**src/hw/rtl/smp_pkg.sv**
```systemverilog
// ----------------------------------------------------------------------------
// smp_pkg
// Shared types and constants of the square matrix power block.
// ----------------------------------------------------------------------------
package smp_pkg;

  // element width of the matrix arithmetic
  localparam int unsigned ELEM_W      = 32;
  localparam int unsigned DEF_MAX_DIM = 8;
  localparam int unsigned IDX_W       = 3;
  localparam int unsigned SIZE_W      = 4;
  localparam int unsigned POWER_W     = 31;
  localparam int unsigned BANK_W      = 2;

  // memory banks: the loaded matrix and three working matrices
  localparam logic [BANK_W-1:0] BANK_BASE = 2'd0;
  localparam logic [BANK_W-1:0] BANK_W1   = 2'd1;
  localparam logic [BANK_W-1:0] BANK_W2   = 2'd2;

  typedef struct packed {
    logic        [IDX_W-1:0]   row_index;
    logic        [IDX_W-1:0]   col_index;
    logic signed [31:0]        element_value;
    logic        [POWER_W-1:0] power;
    logic                      load_done;
  } smp_in_t;

  typedef struct packed {
    logic        [IDX_W-1:0] out_row;
    logic        [IDX_W-1:0] out_col;
    logic signed [31:0]      out_value;
    logic                    out_last;
  } smp_out_t;

  // structured memory address, flattened inside the memory
  typedef struct packed {
    logic [BANK_W-1:0] bank;
    logic [IDX_W-1:0]  row;
    logic [IDX_W-1:0]  col;
  } smp_addr_t;

  // one product term travelling down the multiply-accumulate pipeline
  typedef struct packed {
    logic      valid;
    logic      first;
    logic      last;
    logic      a_ident;
    logic      diag;
    smp_addr_t waddr;
  } smp_tok_t;

endpackage

```
**src/hw/rtl/smp_mac.sv**
```systemverilog
// ----------------------------------------------------------------------------
// smp_mac
// Pipelined multiply-accumulate producing one dot product per element.
// ----------------------------------------------------------------------------
module smp_mac
  import smp_pkg::*;
(
  input  logic              clk_i,
  input  logic              rst_ni,
  input  smp_tok_t          tok_i,
  input  logic [ELEM_W-1:0] a_data_i,
  input  logic [ELEM_W-1:0] b_data_i,
  output logic              we_o,
  output smp_addr_t         waddr_o,
  output logic [ELEM_W-1:0] wdata_o,
  output logic              busy_o
);

  smp_tok_t            s1_q, s2_q;
  logic [ELEM_W-1:0]   a_val;
  logic [ELEM_W-1:0]   full;
  logic [ELEM_W-1:0]   prod_q;
  logic [ELEM_W-1:0]   acc_q;
  logic [ELEM_W-1:0]   sum;

  // identity operand is made up on the fly
  always_comb begin
    if (s1_q.a_ident) begin
      a_val = s1_q.diag ? ELEM_W'(1) : '0;
    end else begin
      a_val = a_data_i;
    end
    full = a_val * b_data_i;
  end

  assign sum = s2_q.first ? prod_q : acc_q + prod_q;

  always_ff @(posedge clk_i or negedge rst_ni) begin
    if (!rst_ni) begin
      s1_q <= '0;
      s2_q <= '0;
    end else begin
      s1_q <= tok_i;
      s2_q <= s1_q;
    end
  end

  always_ff @(posedge clk_i) begin
    prod_q <= full;
    if (s2_q.valid) begin
      acc_q <= sum;
    end
  end

  assign we_o    = s2_q.valid & s2_q.last;
  assign waddr_o = s2_q.waddr;
  assign wdata_o = sum;
  assign busy_o  = s1_q.valid | s2_q.valid;

endmodule

```
**config.mk**
```make
export PLATFORM = sky130hd
export DESIGN_NAME = smp_mac
export DESIGN_NICKNAME = d
export VERILOG_FILES = /design/src/hw/rtl/smp_pkg.sv /design/src/hw/rtl/smp_mac.sv
export SDC_FILE = /design/constraint.sdc
export NUM_CORES = 1
export LEC_CHECK = 0
export BUFFER_PORTS_ARGS = -buffer_cell sky130_fd_sc_hd__buf_2
export CAP_MARGIN = 20
export CORE_UTILIZATION = 45
export DETAILED_ROUTE_END_ITERATION = 8
export GPL_ROUTABILITY_DRIVEN = 0
export MAX_ROUTING_LAYER = met4
export PLACE_DENSITY = 0.64
export SLEW_MARGIN = 10
export SYNTH_ARGS = -nofsm -noshare
export SYNTH_HDL_FRONTEND = slang
export SYNTH_SLANG_ARGS = --single-unit
```
**constraint.sdc**
```tcl
create_clock -name clk_i -period 7.2 [get_ports clk_i]
set_clock_uncertainty 0.2 [all_clocks]
set_input_delay 1.08 -clock clk_i [delete_from_list [all_inputs] [get_ports clk_i]]
set_output_delay 1.08 -clock clk_i [all_outputs]
set_load 0.005 [all_outputs]
```
# Word level (Yosys, flattened, before mapping)
# Index checks and enable logic that the tools add are counted.
[classes] n_addsub=1 mul=1 n_bitwise=2 mux=3
[op_table] operator="32-bit two-way mux" n=2
[op_table] operator="32-bit adder" n=1
[op_table] operator="32-bit by 32-bit multiplier with 32-bit output" n=1
[op_table] operator="1-bit AND" n=1
[op_table] operator="1-bit two-way mux" n=1
[op_table] operator="1-bit bitwise OR" n=1
[word_totals] wordCells=23 output_inout_bits=42 regBits=88

# Logic depth before layout (Yosys ltp)
# Gate-level depths: netlist of run 1.
[logic_depth] depth_word=3 depth_mapped=31

# Worst setup path after synthesis of run 1
# Ideal clock, no wire load.
[synth_path] path_kind="input to register" from="input port a_data_i[12]" to="register prod_q[29]" n_path_buf=2 cell_stages=25 t_required_ns=6.881 setup_ns=0.119 arrival_time_ns=7.657 path_slack_ns=-0.776 cell_sequence="nor2b_1 clkbuf_1 clkbuf_1 nand2_1 fa_1 inv_1 fa_1 inv_1 fa_1 fa_1 inv_1 fa_1 inv_1 fa_1 fa_1 fa_1 inv_1 ha_1 nand4_1 or4_1 o221a_2 a311oi_2 a41oi_1 nor2b_1 xnor2_1"
[synth_between] elab_chain_len=2
[synth_rtl] item="from (decl)" line="smp_mac.sv:11" rtl="input logic [ELEM_W-1:0] a_data_i,"
[synth_rtl] item="32-bit two-way mux" line="smp_mac.sv:28" rtl="if (s1_q.a_ident) begin"
[synth_rtl] item="32-bit by 32-bit multiplier with 32-bit output" line="smp_mac.sv:33" rtl="full = a_val * b_data_i;"
[synth_rtl] item="net full[29]" line="smp_mac.sv:21" rtl="logic [ELEM_W-1:0] full;"
[synth_rtl] item="to (signal assigned)" line="smp_mac.sv:49" rtl="prod_q <= full;"
[synth_rtl] item="to (decl)" line="smp_mac.sv:22" rtl="logic [ELEM_W-1:0] prod_q;"
# The timed path passes the listed nets, and every way through them passes these cells.
# A chain may end at the register's enable or synchronous reset.

# Worst setup path after layout of run 1
[layout_path] from="input port a_data_i[13]" to="register prod_q[29]"
# The elaborated chain is that of the path after synthesis.

==> results of run 1 <==
[worst reg2reg max path: cells and delay by family, from the launching register on]
kind                       cells  cell delay, ns
DFF                            1            0.50
xor gates and xnor gates       1            0.11
AOI/OAI and AO/OA              3            0.72
and+or+nand+nor                5            1.12
buffers and inverters          5            0.73
adders and majority gates      9            4.10
[cells by family (layout without fill, tap and decap cells)]
kind of cell,count (synthesis),in the layout
fa+ha+maj,563,563
compound gates,187,187
simple gates,715,715
flops,88,88
mux,5,5
buf+inv,514,855
xor+xnor,108,108
[through the flow]
step	cells	area [sq um]	util [%]	hold slack (ns)
floorplan	2180	20400	-	0.131
global placement	3031	23200	52.4	0.132
detailed placement	3031	23200	52.4	0.135
CTS	3095	24400	55.2	0.151
global route	3113	24800	56.1	0.158
finish	3113	24800	56.1	0.147
[routing by layer]
layer / track usage (%) / up-vias
met5: - / -
met3: 2.42 / 105
met4: 10.4 / 0
met1: 33.6 / 7928
li1: - / 7246
met2: 46.1 / 477
[registers in the layout, indices dropped and copies added, names as in the netlist]
name,cells
prod_q,32
s2_q,3
s1_q,13
waddr_o,8
acc_q,32
[repair_timing]
action,in CTS,in global routing
hold endpoints to repair,0,0
resized for setup,140,87
gates cloned,4,0
endpoints found under the setup margin,14,19
buffers inserted,44,27
pin swaps,80,87
hold buffers,0,0
[how the worst min path moves through the flow]
| stage | endpoint | cells after the start |
|---|---|---|
| 6_report | s2_q[11] | 0 |
| 3_5_place_dp | waddr_o[0] | 0 |
| 2_1_floorplan | s2_q[10] | 0 |
| 4_1_cts | s2_q[11] | 0 |
| 3_3_place_gp | waddr_o[3] | 0 |
| 5_1_grt | s2_q[11] | 0 |
[placed cells by master, fill, tap and decap left out, types with 8 or more instances in the layout]
master | synthesis | routed
sky130_fd_sc_hd__inv_1 | 412 | 389
sky130_fd_sc_hd__a21o_1 | 22 | 22
sky130_fd_sc_hd__fa_1 | 409 | 375
sky130_fd_sc_hd__nor2_1 | 37 | 35
sky130_fd_sc_hd__clkbuf_16 | 0 | 10
sky130_fd_sc_hd__dfxtp_1 | 32 | 32
sky130_fd_sc_hd__nand2_2 | 0 | 11
sky130_fd_sc_hd__nor2b_1 | 32 | 14
sky130_fd_sc_hd__edfxtp_1 | 32 | 32
sky130_fd_sc_hd__nand2_1 | 312 | 299
sky130_fd_sc_hd__xnor2_1 | 89 | 86
sky130_fd_sc_hd__xor2_1 | 19 | 19
sky130_fd_sc_hd__and2_4 | 0 | 21
sky130_fd_sc_hd__buf_6 | 0 | 44
sky130_fd_sc_hd__o21bai_1 | 13 | 13
sky130_fd_sc_hd__ha_1 | 154 | 141
sky130_fd_sc_hd__and2_1 | 272 | 251
sky130_fd_sc_hd__a21oi_1 | 48 | 38
sky130_fd_sc_hd__nor2b_4 | 1 | 16
sky130_fd_sc_hd__nor3_1 | 11 | 8
sky130_fd_sc_hd__ha_4 | 0 | 12
sky130_fd_sc_hd__o21ai_0 | 33 | 29
sky130_fd_sc_hd__buf_4 | 9 | 253
sky130_fd_sc_hd__a21oi_2 | 1 | 10
sky130_fd_sc_hd__buf_12 | 0 | 12
sky130_fd_sc_hd__buf_2 | 5 | 109
sky130_fd_sc_hd__inv_2 | 0 | 23
sky130_fd_sc_hd__nand4_1 | 8 | 8
sky130_fd_sc_hd__dfrtp_1 | 24 | 22
sky130_fd_sc_hd__fa_2 | 0 | 34
sky130_fd_sc_hd__o21ai_1 | 15 | 16
[cell type report]
| class | instances | area (sq um) | share of cell area (%) |
|---|---|---|---|
| inverters | 412 | 1550 | 6.23 |
| well taps | 592 | 741 | 2.98 |
| repair buffers | 427 | 3330 | 13.4 |
| multi-input cells | 1578 | 16700 | 67.2 |
| clock buffers | 11 | 264 | 1.06 |
| flip-flops and latches | 88 | 2200 | 8.88 |
| clock inverters | 5 | 65.1 | 0.262 |
==> out/qor.log, run 1 <==
[run_status] outcome finished, violations left
[run_status] violated checks setup timing
[setup_path] kind of end point of the critical path register
[timing] slew at the pin closest to its max-slew limit 0.567 ns
[setup_path] Startpoint Class primary input
[floorplan] die footprint 45700 sq um
[routing] wire length on met1 23.5 mm
[setup_path] cell chain of the critical path buf_8 > nor2b_4 > buf_6 > buf_6 > and2_4 > fa_1 > inv_2 > fa_1 > fa_1 > inv_2 > fa_1 > ha_4 > fa_1 > fa_1 > fa_1 > ha_4 > nand4_1 > or4_4 > o221a_4 > a311oi_4 > a41oi_2 > nor2b_4 > xnor2_1
[synth] simple-gate share of the synthesized area 17.9%
[synth] total of flip-flops plus latches after synthesis 88
[routing] detailed-router iteration count before antenna repair 5
[setup_path] count of cell instances traversed by the critical path 23
[routing] metal2 WL 28.2 mm
[synth] top-area cell type share of the netlist area 40.6%
[setup_path] endpoint required time on the critical path 7.25 ns
[setup_path] Worst path most repeated cell sky130_fd_sc_hd__fa_1
[synth] average footprint of a synthesized cell 9.25 sq um
[synth] most common flop cell mapped by yosys sky130_fd_sc_hd__edfxtp_1
[floorplan] I/O Pins 121
[global_routing] initial antenna violation count 0
[setup_path] end point of the critical path prod_q[29]
[floorplan] DIE HEIGHT 214 um
[floorplan] area of the placeable core 44200 sq um
[clock_tree] htree depth 3
[placed_design] worst slack after detailed placement -0.988 ns
[setup_path] setup slack of the most critical reg-to-reg path -0.37 ns
[routing] total met3 wirelength after detailed routing 2.71 mm
[setup_path] buffer and inverter count on the worst path 5
[hold_path] Min-Delay Path Class reg2reg
[timing] final setup slack of the worst path -0.435 ns
[routing] Vias per Instance 5.06
[timing] Setup Viol. Count Final 10
[timing] Fmax 0.131 GHz
[synth] total number of yosys warnings 0
[setup_path] path type of the worst setup path in2reg
[timing] post-route fraction of the period consumed by the critical path 106%
[floorplan] row cnt 77
[global_routing] vias in the first global route 16976
[synth] count of cell types in the netlist 72
[routing] total wirelength of the detailed-routed design 56.7 mm
[global_routing] global-route usage over all layers 27.2%
[synth] leading post-synthesis cells by cell area sky130_fd_sc_hd__fa_1, sky130_fd_sc_hd__ha_1, sky130_fd_sc_hd__and2_1, sky130_fd_sc_hd__inv_1, sky130_fd_sc_hd__nand2_1
[timing] final worst path period need 7.64 ns
[synth] number of flops mapped to enable cells by yosys 32
[setup_path] signal arrival time at the worst endpoint 7.68 ns
[routing] vias after detailed routing 15756
[synth] ys async rst share 27.3%
[cells_and_area] proportion of layout cells with a drive suffix above 1 24.8%
[timing] max-slew headroom at the worst pin 62.2%
[cells_and_area] number of diodes added for antenna fixing 0
[timing] unrepaired setup endpoints after global routing yes
[setup_path] path depth of the worst reg2reg path 23
[setup_path] maximum fanout along the worst path 5
[cells_and_area] net total in the final layout 3158
[routing] remaining antenna violation count 0
[cells_and_area] fillers 3866
[synth] share of the yosys chip area belonging to registers 10.9%
[setup_path] Crit. Startpoint a_data_i[13]
[synth] most repeated cell in the gate-level netlist after synthesis sky130_fd_sc_hd__inv_1
[synth] combinational family with the most area after synthesis adder cells
[floorplan] Horiz. Die Dim 214 um
[routing] drt drc 0
[synth] area fraction in compound gates after synthesis 6.27%
[routing] top routing layer used met4
[clock_tree] cell chosen for the clock root sky130_fd_sc_hd__clkbuf_16
[timing] Fin Setup TNS -1.97 ns
[floorplan] initial standard-cell utilization of the core 45.6%
[global_routing] first-pass GRT wire length 91.4 mm
[synth] cell area after synthesis 20200 sq um
[synth] adder-cell share of the synthesized area 50.1%
[clock_tree] clock network latency to the later pin of the worst-skew pair 0.35 ns
[cells_and_area] area grow syn2layout 23.1%
[global_routing] remaining global-route overflow 0
[synth] Post-Syn Instances 2180
[clock_tree] clock transition at the registers of the reported paths 0.07 ns
[setup_path] Worst R2R Start s1_q[9]
[hold_path] worst hold path startpoint s1_q[11]
[routing] wire per inst 18.2 um
[clock_tree] total clock buffers created by CTS 9
[setup_path] Worst path slowest cell sky130_fd_sc_hd__fa_1
[timing] number of pins exceeding their max-slew limit in the final report 0
[synth] net count after synthesis 2822
[global_routing] maximum number of pins on one net before global-route repair 62
[placed_design] DP Wirelength 47.5 mm
[synth] xor and xnor fraction of the mapped netlist area 4.69%
[setup_path] stage delay of the slowest cell on the critical path 0.60 ns
[synth] proportion of synthesized area in mux cells 0.267%
[routing] DRT iter0 DRCs 991
[clock_tree] Num Clock Sinks 88
[synth] cell accounting for the most synthesized area sky130_fd_sc_hd__fa_1
[flow_run] count of max-cap constraint violations 0
[timing] number of failing hold endpoints at the final stage 0
[clock_tree] CTS max path bufs 2
[clock_tree] clock tree from TritonCTS built
[synth] top cells by count, synth sky130_fd_sc_hd__inv_1, sky130_fd_sc_hd__fa_1, sky130_fd_sc_hd__nand2_1
[setup_path] category of cells accounting for the largest share of critical-path delay adder cells
[placed_design] port buffer count 120
[setup_path] endpoint of the worst-slack reg-to-reg timing path prod_q[29]
Power of run 1 is not shown: default switching activity piles up to over one toggle a cycle in this logic, so the estimate is an artifact.
==> inputs of run 2 (changes only) <==
--- a/config.mk
+++ b/config.mk
@@ -7,11 +7,11 @@
 export LEC_CHECK = 0
 export BUFFER_PORTS_ARGS = -buffer_cell sky130_fd_sc_hd__buf_2
 export CAP_MARGIN = 20
-export CORE_UTILIZATION = 45
+export CORE_UTILIZATION = 58
 export DETAILED_ROUTE_END_ITERATION = 8
 export GPL_ROUTABILITY_DRIVEN = 0
 export MAX_ROUTING_LAYER = met4
-export PLACE_DENSITY = 0.64
+export PLACE_DENSITY = 0.77
 export SLEW_MARGIN = 10
 export SYNTH_ARGS = -nofsm -noshare
 export SYNTH_HDL_FRONTEND = slang
==> run 2 against run 1 <==
- the flow still finishes with violations (setup timing)
- worst setup slack got worse by 0.082 ns
- first-iteration DRC count increased by 9.2%
- maximum frequency decreased by 1.1%
- flip-flop and latch count unchanged
- worst hold slack improved by 0.0054 ns
- critical path depth increased by 1
- die area decreased by 22%
- sequential share of layout area increased by 0.38 points
- register-to-register slack got worse by 0.02 ns
- global-route usage increased by 4.7 points
==> out/qor.log, run 2 (synthesized netlist as in run 1, its figures left out) <==
[setup_path] Worst path slowest cell sky130_fd_sc_hd__fa_1
[global_routing] global-route usage over all layers 31.9%
[floorplan] initial standard-cell utilization of the core 59.6%
[cells_and_area] fillers 2418
[setup_path] stage delay of the slowest cell on the critical path 0.56 ns
[timing] final worst path period need 7.72 ns
[clock_tree] total clock buffers created by CTS 9
[hold_path] Min-Delay Path Class reg2reg
[timing] max-slew headroom at the worst pin 66.0%
[setup_path] kind of end point of the critical path register
[cells_and_area] total area of sequential cells 2200 sq um
[timing] final setup slack of the worst path -0.518 ns
[timing] hold_ws 0.152 ns
[global_routing] first-pass GRT wire length 86.0 mm
[timing] number of failing hold endpoints at the final stage 0
[clock_tree] Num Clock Sinks 88
[routing] drt drc 0
[placed_design] Post-DP Area 22800 sq um
[timing] post-route fraction of the period consumed by the critical path 107%
[global_routing] met2 routing resource usage after global routing 50.2%
[global_routing] fraction of met1 tracks used by global routing 42.4%
[cells_and_area] area grow syn2layout 17.9%
[timing] Setup Viol. Count Final 12
[global_routing] remaining global-route overflow 0
[clock_tree] htree depth 3
[clock_tree] number of hold-repair buffers added at the cts stage 0
[floorplan] area of the placeable core 33900 sq um
[setup_path] path depth of the worst reg2reg path 23
[floorplan] die footprint 35500 sq um
[routing] remaining antenna violation count 0
[setup_path] maximum fanout along the worst path 6
[timing] slew at the pin closest to its max-slew limit 0.503 ns
[clock_tree] CTS max path bufs 2
[clock_tree] cell chosen for the clock root sky130_fd_sc_hd__clkbuf_16
[clock_tree] clock transition at the registers of the reported paths 0.06 ns
[setup_path] path type of the worst setup path in2reg
[floorplan] DIE HEIGHT 189 um
[routing] detailed-router iteration count before antenna repair 5
[clock_tree] clock tree from TritonCTS built
[cells_and_area] registers with the most flip-flops acc_q: 32 flops, prod_q: 32 flops, s1_q: 13 flops
[cells_and_area] most frequent cells in the layout sky130_fd_sc_hd__inv_1, sky130_fd_sc_hd__fa_1, sky130_fd_sc_hd__nand2_1
[setup_path] signal arrival time at the worst endpoint 7.75 ns
[hold_path] cell count of the worst hold path 0
[global_routing] initial antenna violation count 4
[routing] Vias per Instance 5.45
[routing] vias after detailed routing 15835
[cells_and_area] area of the multi-input gates 16500 sq um
[floorplan] Horiz. Die Dim 189 um
[cells_and_area] cell area after layout 23800 sq um
[timing] number of pins exceeding their max-slew limit in the final report 0
[clock_tree] clock network latency to the later pin of the worst-skew pair 0.35 ns
[global_routing] maximum number of pins on one net before global-route repair 50
[setup_path] cell chain of the critical path buf_6 > nor2b_4 > buf_6 > and2_4 > fa_2 > fa_2 > fa_1 > inv_2 > fa_1 > inv_2 > fa_1 > inv_2 > fa_1 > inv_2 > fa_1 > fa_1 > ha_4 > nand3_4 > or4_4 > o221a_4 > a311oi_2 > a41oi_2 > nor2b_4 > xnor2_2
[setup_path] endpoint required time on the critical path 7.24 ns
[floorplan] row cnt 67
[cells_and_area] net total in the final layout 3094
[placed_design] port buffer count 120
[timing] unrepaired setup endpoints after global routing yes
[setup_path] Worst path most repeated cell sky130_fd_sc_hd__fa_1
[placed_design] DP Wirelength 44.5 mm
[global_routing] vias in the first global route 16913
[routing] total wirelength of the detailed-routed design 53.7 mm
[flow_run] count of max-cap constraint violations 0
[global_routing] met3 Use GR 5.10%
[floorplan] I/O Pins 121
[run_status] outcome finished, violations left
[cells_and_area] commonest non-fill, non-tap cell in the layout sky130_fd_sc_hd__inv_1
[global_routing] most used routing layer in global routing met2
[timing] Fmax 0.130 GHz
[setup_path] Startpoint Class primary input
[cells_and_area] proportion of layout cells with a drive suffix above 1 21.1%
[routing] wire per inst 18.5 um
[run_status] violated checks setup timing
[routing] DRT iter0 DRCs 1082
[cells_and_area] final core utilization 70.3%
run 2: cell count changes in the layout (fill, tap and decap cells not counted), sizes merged:
cell	delta
clkinv	+2
diode	+3
buf	-64
bufinv	-1
bufbuf	-1
run 2: area by class of cell:
| type | count | area share, % |
|---|---|---|
| clock inverters | 6 | 0.216 |
| clock buffers | 10 | 1.00 |
| flip-flops and latches | 88 | 9.26 |
| repair buffers | 363 | 11.2 |
| well taps | 448 | 2.36 |
| inverters | 412 | 6.50 |
| multi-input cells | 1578 | 69.4 |
| diodes | 3 | 0.0316 |
run 2: worst max-delay path: cells and delay by family:
kind	cells	cell delay, ns
buf+inv	6	0.39
compound gates	3	0.78
xor+xnor	1	0.13
fa+ha+maj	9	4.32
simple gates	5	1.04
run 2: path summary, 6_finish.rpt:
| path | startpoint | end | slack (ns) |
|---|---|---|---|
| worst max-delay path | a_data_i[10] | prod_q[29] | -0.52 |
| worst min-delay path | s1_q[10] | s2_q[10] | 0.15 |
| worst max register to register | s1_q[9] | prod_q[29] | -0.39 |
| worst min register to register | s1_q[10] | s2_q[10] | 0.15 |
| max in group asynchronous | rst_ni | s2_q[11] | 5.94 |
| min in group asynchronous | rst_ni | s1_q[8] | 0.49 |
run 2: timing repair:
| action | 4_1_cts | 5_1_grt |
|---|---|---|
| gates resized for setup | 67 | 70 |
| hold endpoints to repair | 0 | 0 |
| endpoints found under the setup margin | 11 | 16 |
| pin swaps | 51 | 58 |
| cloned | 1 | 2 |
| setup buffers | 10 | 14 |
run 2: routing by layer:
metal  wire length (um)  up-vias  share of wire (%)
li1                   -     7119                  -
met1              22200     7835                 41
met2              25100      738                 47
met3               4660      143                8.7
met4               1780        0                3.3
met5                  0        -                  0
run 2: stage by stage:
step           setup WS [ns]  std cells  setup TNS [ns]
4_1_cts               -0.372       2893          -0.892
2_1_floorplan         -0.537       2180           -2.60
3_5_place_dp          -0.932       2867           -7.75
5_1_grt               -0.656       2908           -5.06
6_report              -0.518       2908           -3.11
3_3_place_gp          -0.753       2867           -6.11
Power of run 2 is left out for the same reason.
==> inputs of run 3 (changes only) <==
--- a/config.mk
+++ b/config.mk
@@ -7,6 +7,7 @@
 export LEC_CHECK = 0
 export BUFFER_PORTS_ARGS = -buffer_cell sky130_fd_sc_hd__buf_2
 export CAP_MARGIN = 20
+export CORE_ASPECT_RATIO = 1.75
 export CORE_UTILIZATION = 58
 export DETAILED_ROUTE_END_ITERATION = 8
 export GPL_ROUTABILITY_DRIVEN = 0
@@ -16,3 +17,4 @@
 export SYNTH_ARGS = -nofsm -noshare
 export SYNTH_HDL_FRONTEND = slang
 export SYNTH_SLANG_ARGS = --single-unit
+export TNS_END_PERCENT = 10
==> run 3 against run 2 <==
- the flow still finishes with violations (setup timing)
- first-iteration DRC count decreased by 32%
- global-route usage grew 3.6 points
- sequential share of layout area increased by 0.19 points
- register-to-register slack gained 0.07 ns
- worst hold slack got worse by 0.0021 ns
- via count up 1.6%
- critical path depth is 2 lower
- cell count is 0.10% lower
- count of clock-buffer cells in the layout is the same
- maximum frequency shrank 0.15%
- worst setup slack got worse by 0.012 ns
- largest cell class unchanged
==> out/qor.log, run 3 (synthesized netlist as in run 1, its figures left out) <==
[timing] post-route fraction of the period consumed by the critical path 107%
[routing] wire per inst 19.6 um
[setup_path] kind of end point of the critical path register
[setup_path] Worst path most repeated cell sky130_fd_sc_hd__fa_1
[setup_path] count of cell instances traversed by the critical path 22
[clock_tree] number of hold-repair buffers added at the cts stage 0
[cells_and_area] area of the multi-input gates 16200 sq um
[routing] detailed-router iteration count before antenna repair 5
[timing] final worst path period need 7.73 ns
[hold_path] Min-Delay Path Class reg2reg
[global_routing] most used routing layer in global routing met2
[setup_path] category of cells accounting for the largest share of critical-path delay adder cells
[placed_design] DP Wirelength 48.7 mm
[routing] remaining antenna violation count 0
[clock_tree] clock network latency to the later pin of the worst-skew pair 0.37 ns
[floorplan] die footprint 35600 sq um
[global_routing] maximum number of pins on one net before global-route repair 62
[global_routing] first-pass GRT wire length 91.5 mm
[global_routing] met3 Use GR 4.61%
[timing] Fmax 0.129 GHz
[global_routing] vias in the first global route 18242
[clock_tree] clock tree from TritonCTS built
[setup_path] end point of the critical path prod_q[29]
[clock_tree] htree depth 3
[routing] vias after detailed routing 16091
[routing] Vias per Instance 5.54
[timing] slew at the pin closest to its max-slew limit 0.585 ns
[setup_path] stage delay of the slowest cell on the critical path 0.59 ns
[timing] hold_ws 0.150 ns
[floorplan] I/O Pins 121
[floorplan] DIE HEIGHT 249 um
[cells_and_area] fillers 2605
[routing] drt drc 0
[setup_path] endpoint of the worst-slack reg-to-reg timing path prod_q[29]
[global_routing] fraction of met1 tracks used by global routing 32.7%
[setup_path] endpoint required time on the critical path 7.25 ns
[timing] final setup slack of the worst path -0.529 ns
[setup_path] signal arrival time at the worst endpoint 7.78 ns
[setup_path] Crit. Startpoint a_data_i[11]
[clock_tree] CTS max path bufs 2
[setup_path] setup slack of the most critical reg-to-reg path -0.32 ns
[clock_tree] total clock buffers created by CTS 9
[timing] unrepaired setup endpoints after global routing yes
[global_routing] global-route usage over all layers 35.5%
[timing] number of pins exceeding their max-slew limit in the final report 0
[cells_and_area] commonest non-fill, non-tap cell in the layout sky130_fd_sc_hd__inv_1
[clock_tree] cell chosen for the clock root sky130_fd_sc_hd__clkbuf_16
[setup_path] cell chain of the critical path buf_2 > nor2b_1 > buf_4 > and2_1 > fa_1 > fa_1 > fa_1 > inv_1 > fa_1 > inv_1 > fa_1 > fa_2 > fa_1 > fa_1 > ha_4 > nand4_1 > or4_4 > o221a_4 > a311oi_4 > a41oi_2 > nor2b_1 > xnor2_1
[cells_and_area] total area of sequential cells 2200 sq um
[global_routing] met2 routing resource usage after global routing 61.3%
[global_routing] initial antenna violation count 0
[setup_path] buffer and inverter count on the worst path 4
[cells_and_area] proportion of layout cells with a drive suffix above 1 17.8%
[cells_and_area] most frequent cells in the layout sky130_fd_sc_hd__inv_1, sky130_fd_sc_hd__fa_1, sky130_fd_sc_hd__nand2_1
[floorplan] area of the placeable core 34300 sq um
[flow_run] count of max-cap constraint violations 0
[timing] max-slew headroom at the worst pin 61.0%
[clock_tree] Num Clock Sinks 88
[cells_and_area] registers with the most flip-flops acc_q: 32 flops, prod_q: 32 flops, s1_q: 13 flops
[timing] Setup Viol. Count Final 11
[run_status] violated checks setup timing
[floorplan] Horiz. Die Dim 143 um
[routing] DRT iter0 DRCs 732
[setup_path] maximum fanout along the worst path 10
[setup_path] path depth of the worst reg2reg path 26
[placed_design] port buffer count 120
[setup_path] path type of the worst setup path in2reg
[floorplan] initial standard-cell utilization of the core 58.7%
[clock_tree] clock transition at the registers of the reported paths 0.07 ns
[cells_and_area] number of diodes added for antenna fixing 0
[setup_path] Worst path slowest cell sky130_fd_sc_hd__fa_2
[cells_and_area] area grow syn2layout 15.6%
[cells_and_area] net total in the final layout 3082
[run_status] outcome finished, violations left
[setup_path] Startpoint Class primary input
[setup_path] Worst R2R Start s1_q[9]
[floorplan] row cnt 90
[timing] number of failing hold endpoints at the final stage 0
[global_routing] remaining global-route overflow 0
[routing] total wirelength of the detailed-routed design 56.9 mm
[run 3: cell count changes in the layout (fill, tap and decap cells not counted), sizes merged]
cell    before  now
bufinv       0    2
buf        361  351
diode        3    0
inv        415  413
clkbuf      12   10
[run 3: area by class of cell]
type,instances,area share (%)
inverters,412,6.63
well taps,460,2.47
repair buffers,351,10.5
clock buffers,10,0.982
clock inverters,6,0.402
multi-input cells,1578,69.6
flip-flops and latches,88,9.45
[run 3: routing by layer]
metal  wire, um  part of all wire, %  vias up
met5          0                    0        -
met4       6380                   11        0
met3       3000                  5.3      310
met2      30000                   53      636
met1      17600                   31     8049
li1           -                    -     7096
[run 3: worst min path at each step]
stage,startpoint,to,slack [ns],depth (start not counted)
2_1_floorplan,s1_q[10],s2_q[10],0.13,0
3_3_place_gp,s1_q[5],waddr_o[5],0.13,0
3_5_place_dp,s1_q[6],waddr_o[6],0.14,0
4_1_cts,s1_q[6],waddr_o[6],0.15,0
5_1_grt,s1_q[0],waddr_o[0],0.16,0
6_report,s1_q[6],waddr_o[6],0.15,0
[run 3: timing repair]
| action | 4_1_cts | 5_1_grt |
|---|---|---|
| gates cloned | 0 | 0 |
| setup endpoints to repair | 13 | 16 |
| buffers inserted | 0 | 0 |
| resized for setup | 19 | 26 |
| pin swaps | 3 | 14 |
| hold endpoints to repair | 0 | 0 |
[run 3: stage by stage]
stage	TNS [ns]	worst slack (ns)	cell area [sq um]	std cells	util, %
after global placement	-6.94	-0.752	22800	2889	66.4
final	-2.70	-0.529	23300	2905	67.9
after floorplan	-3.03	-0.583	20300	2180	-
after CTS	-2.52	-0.461	23200	2905	67.6
after global routing	-5.12	-0.689	23300	2905	67.9
after detailed placement	-9.65	-0.953	22800	2889	66.4
Power of run 3 is left out for the same reason.
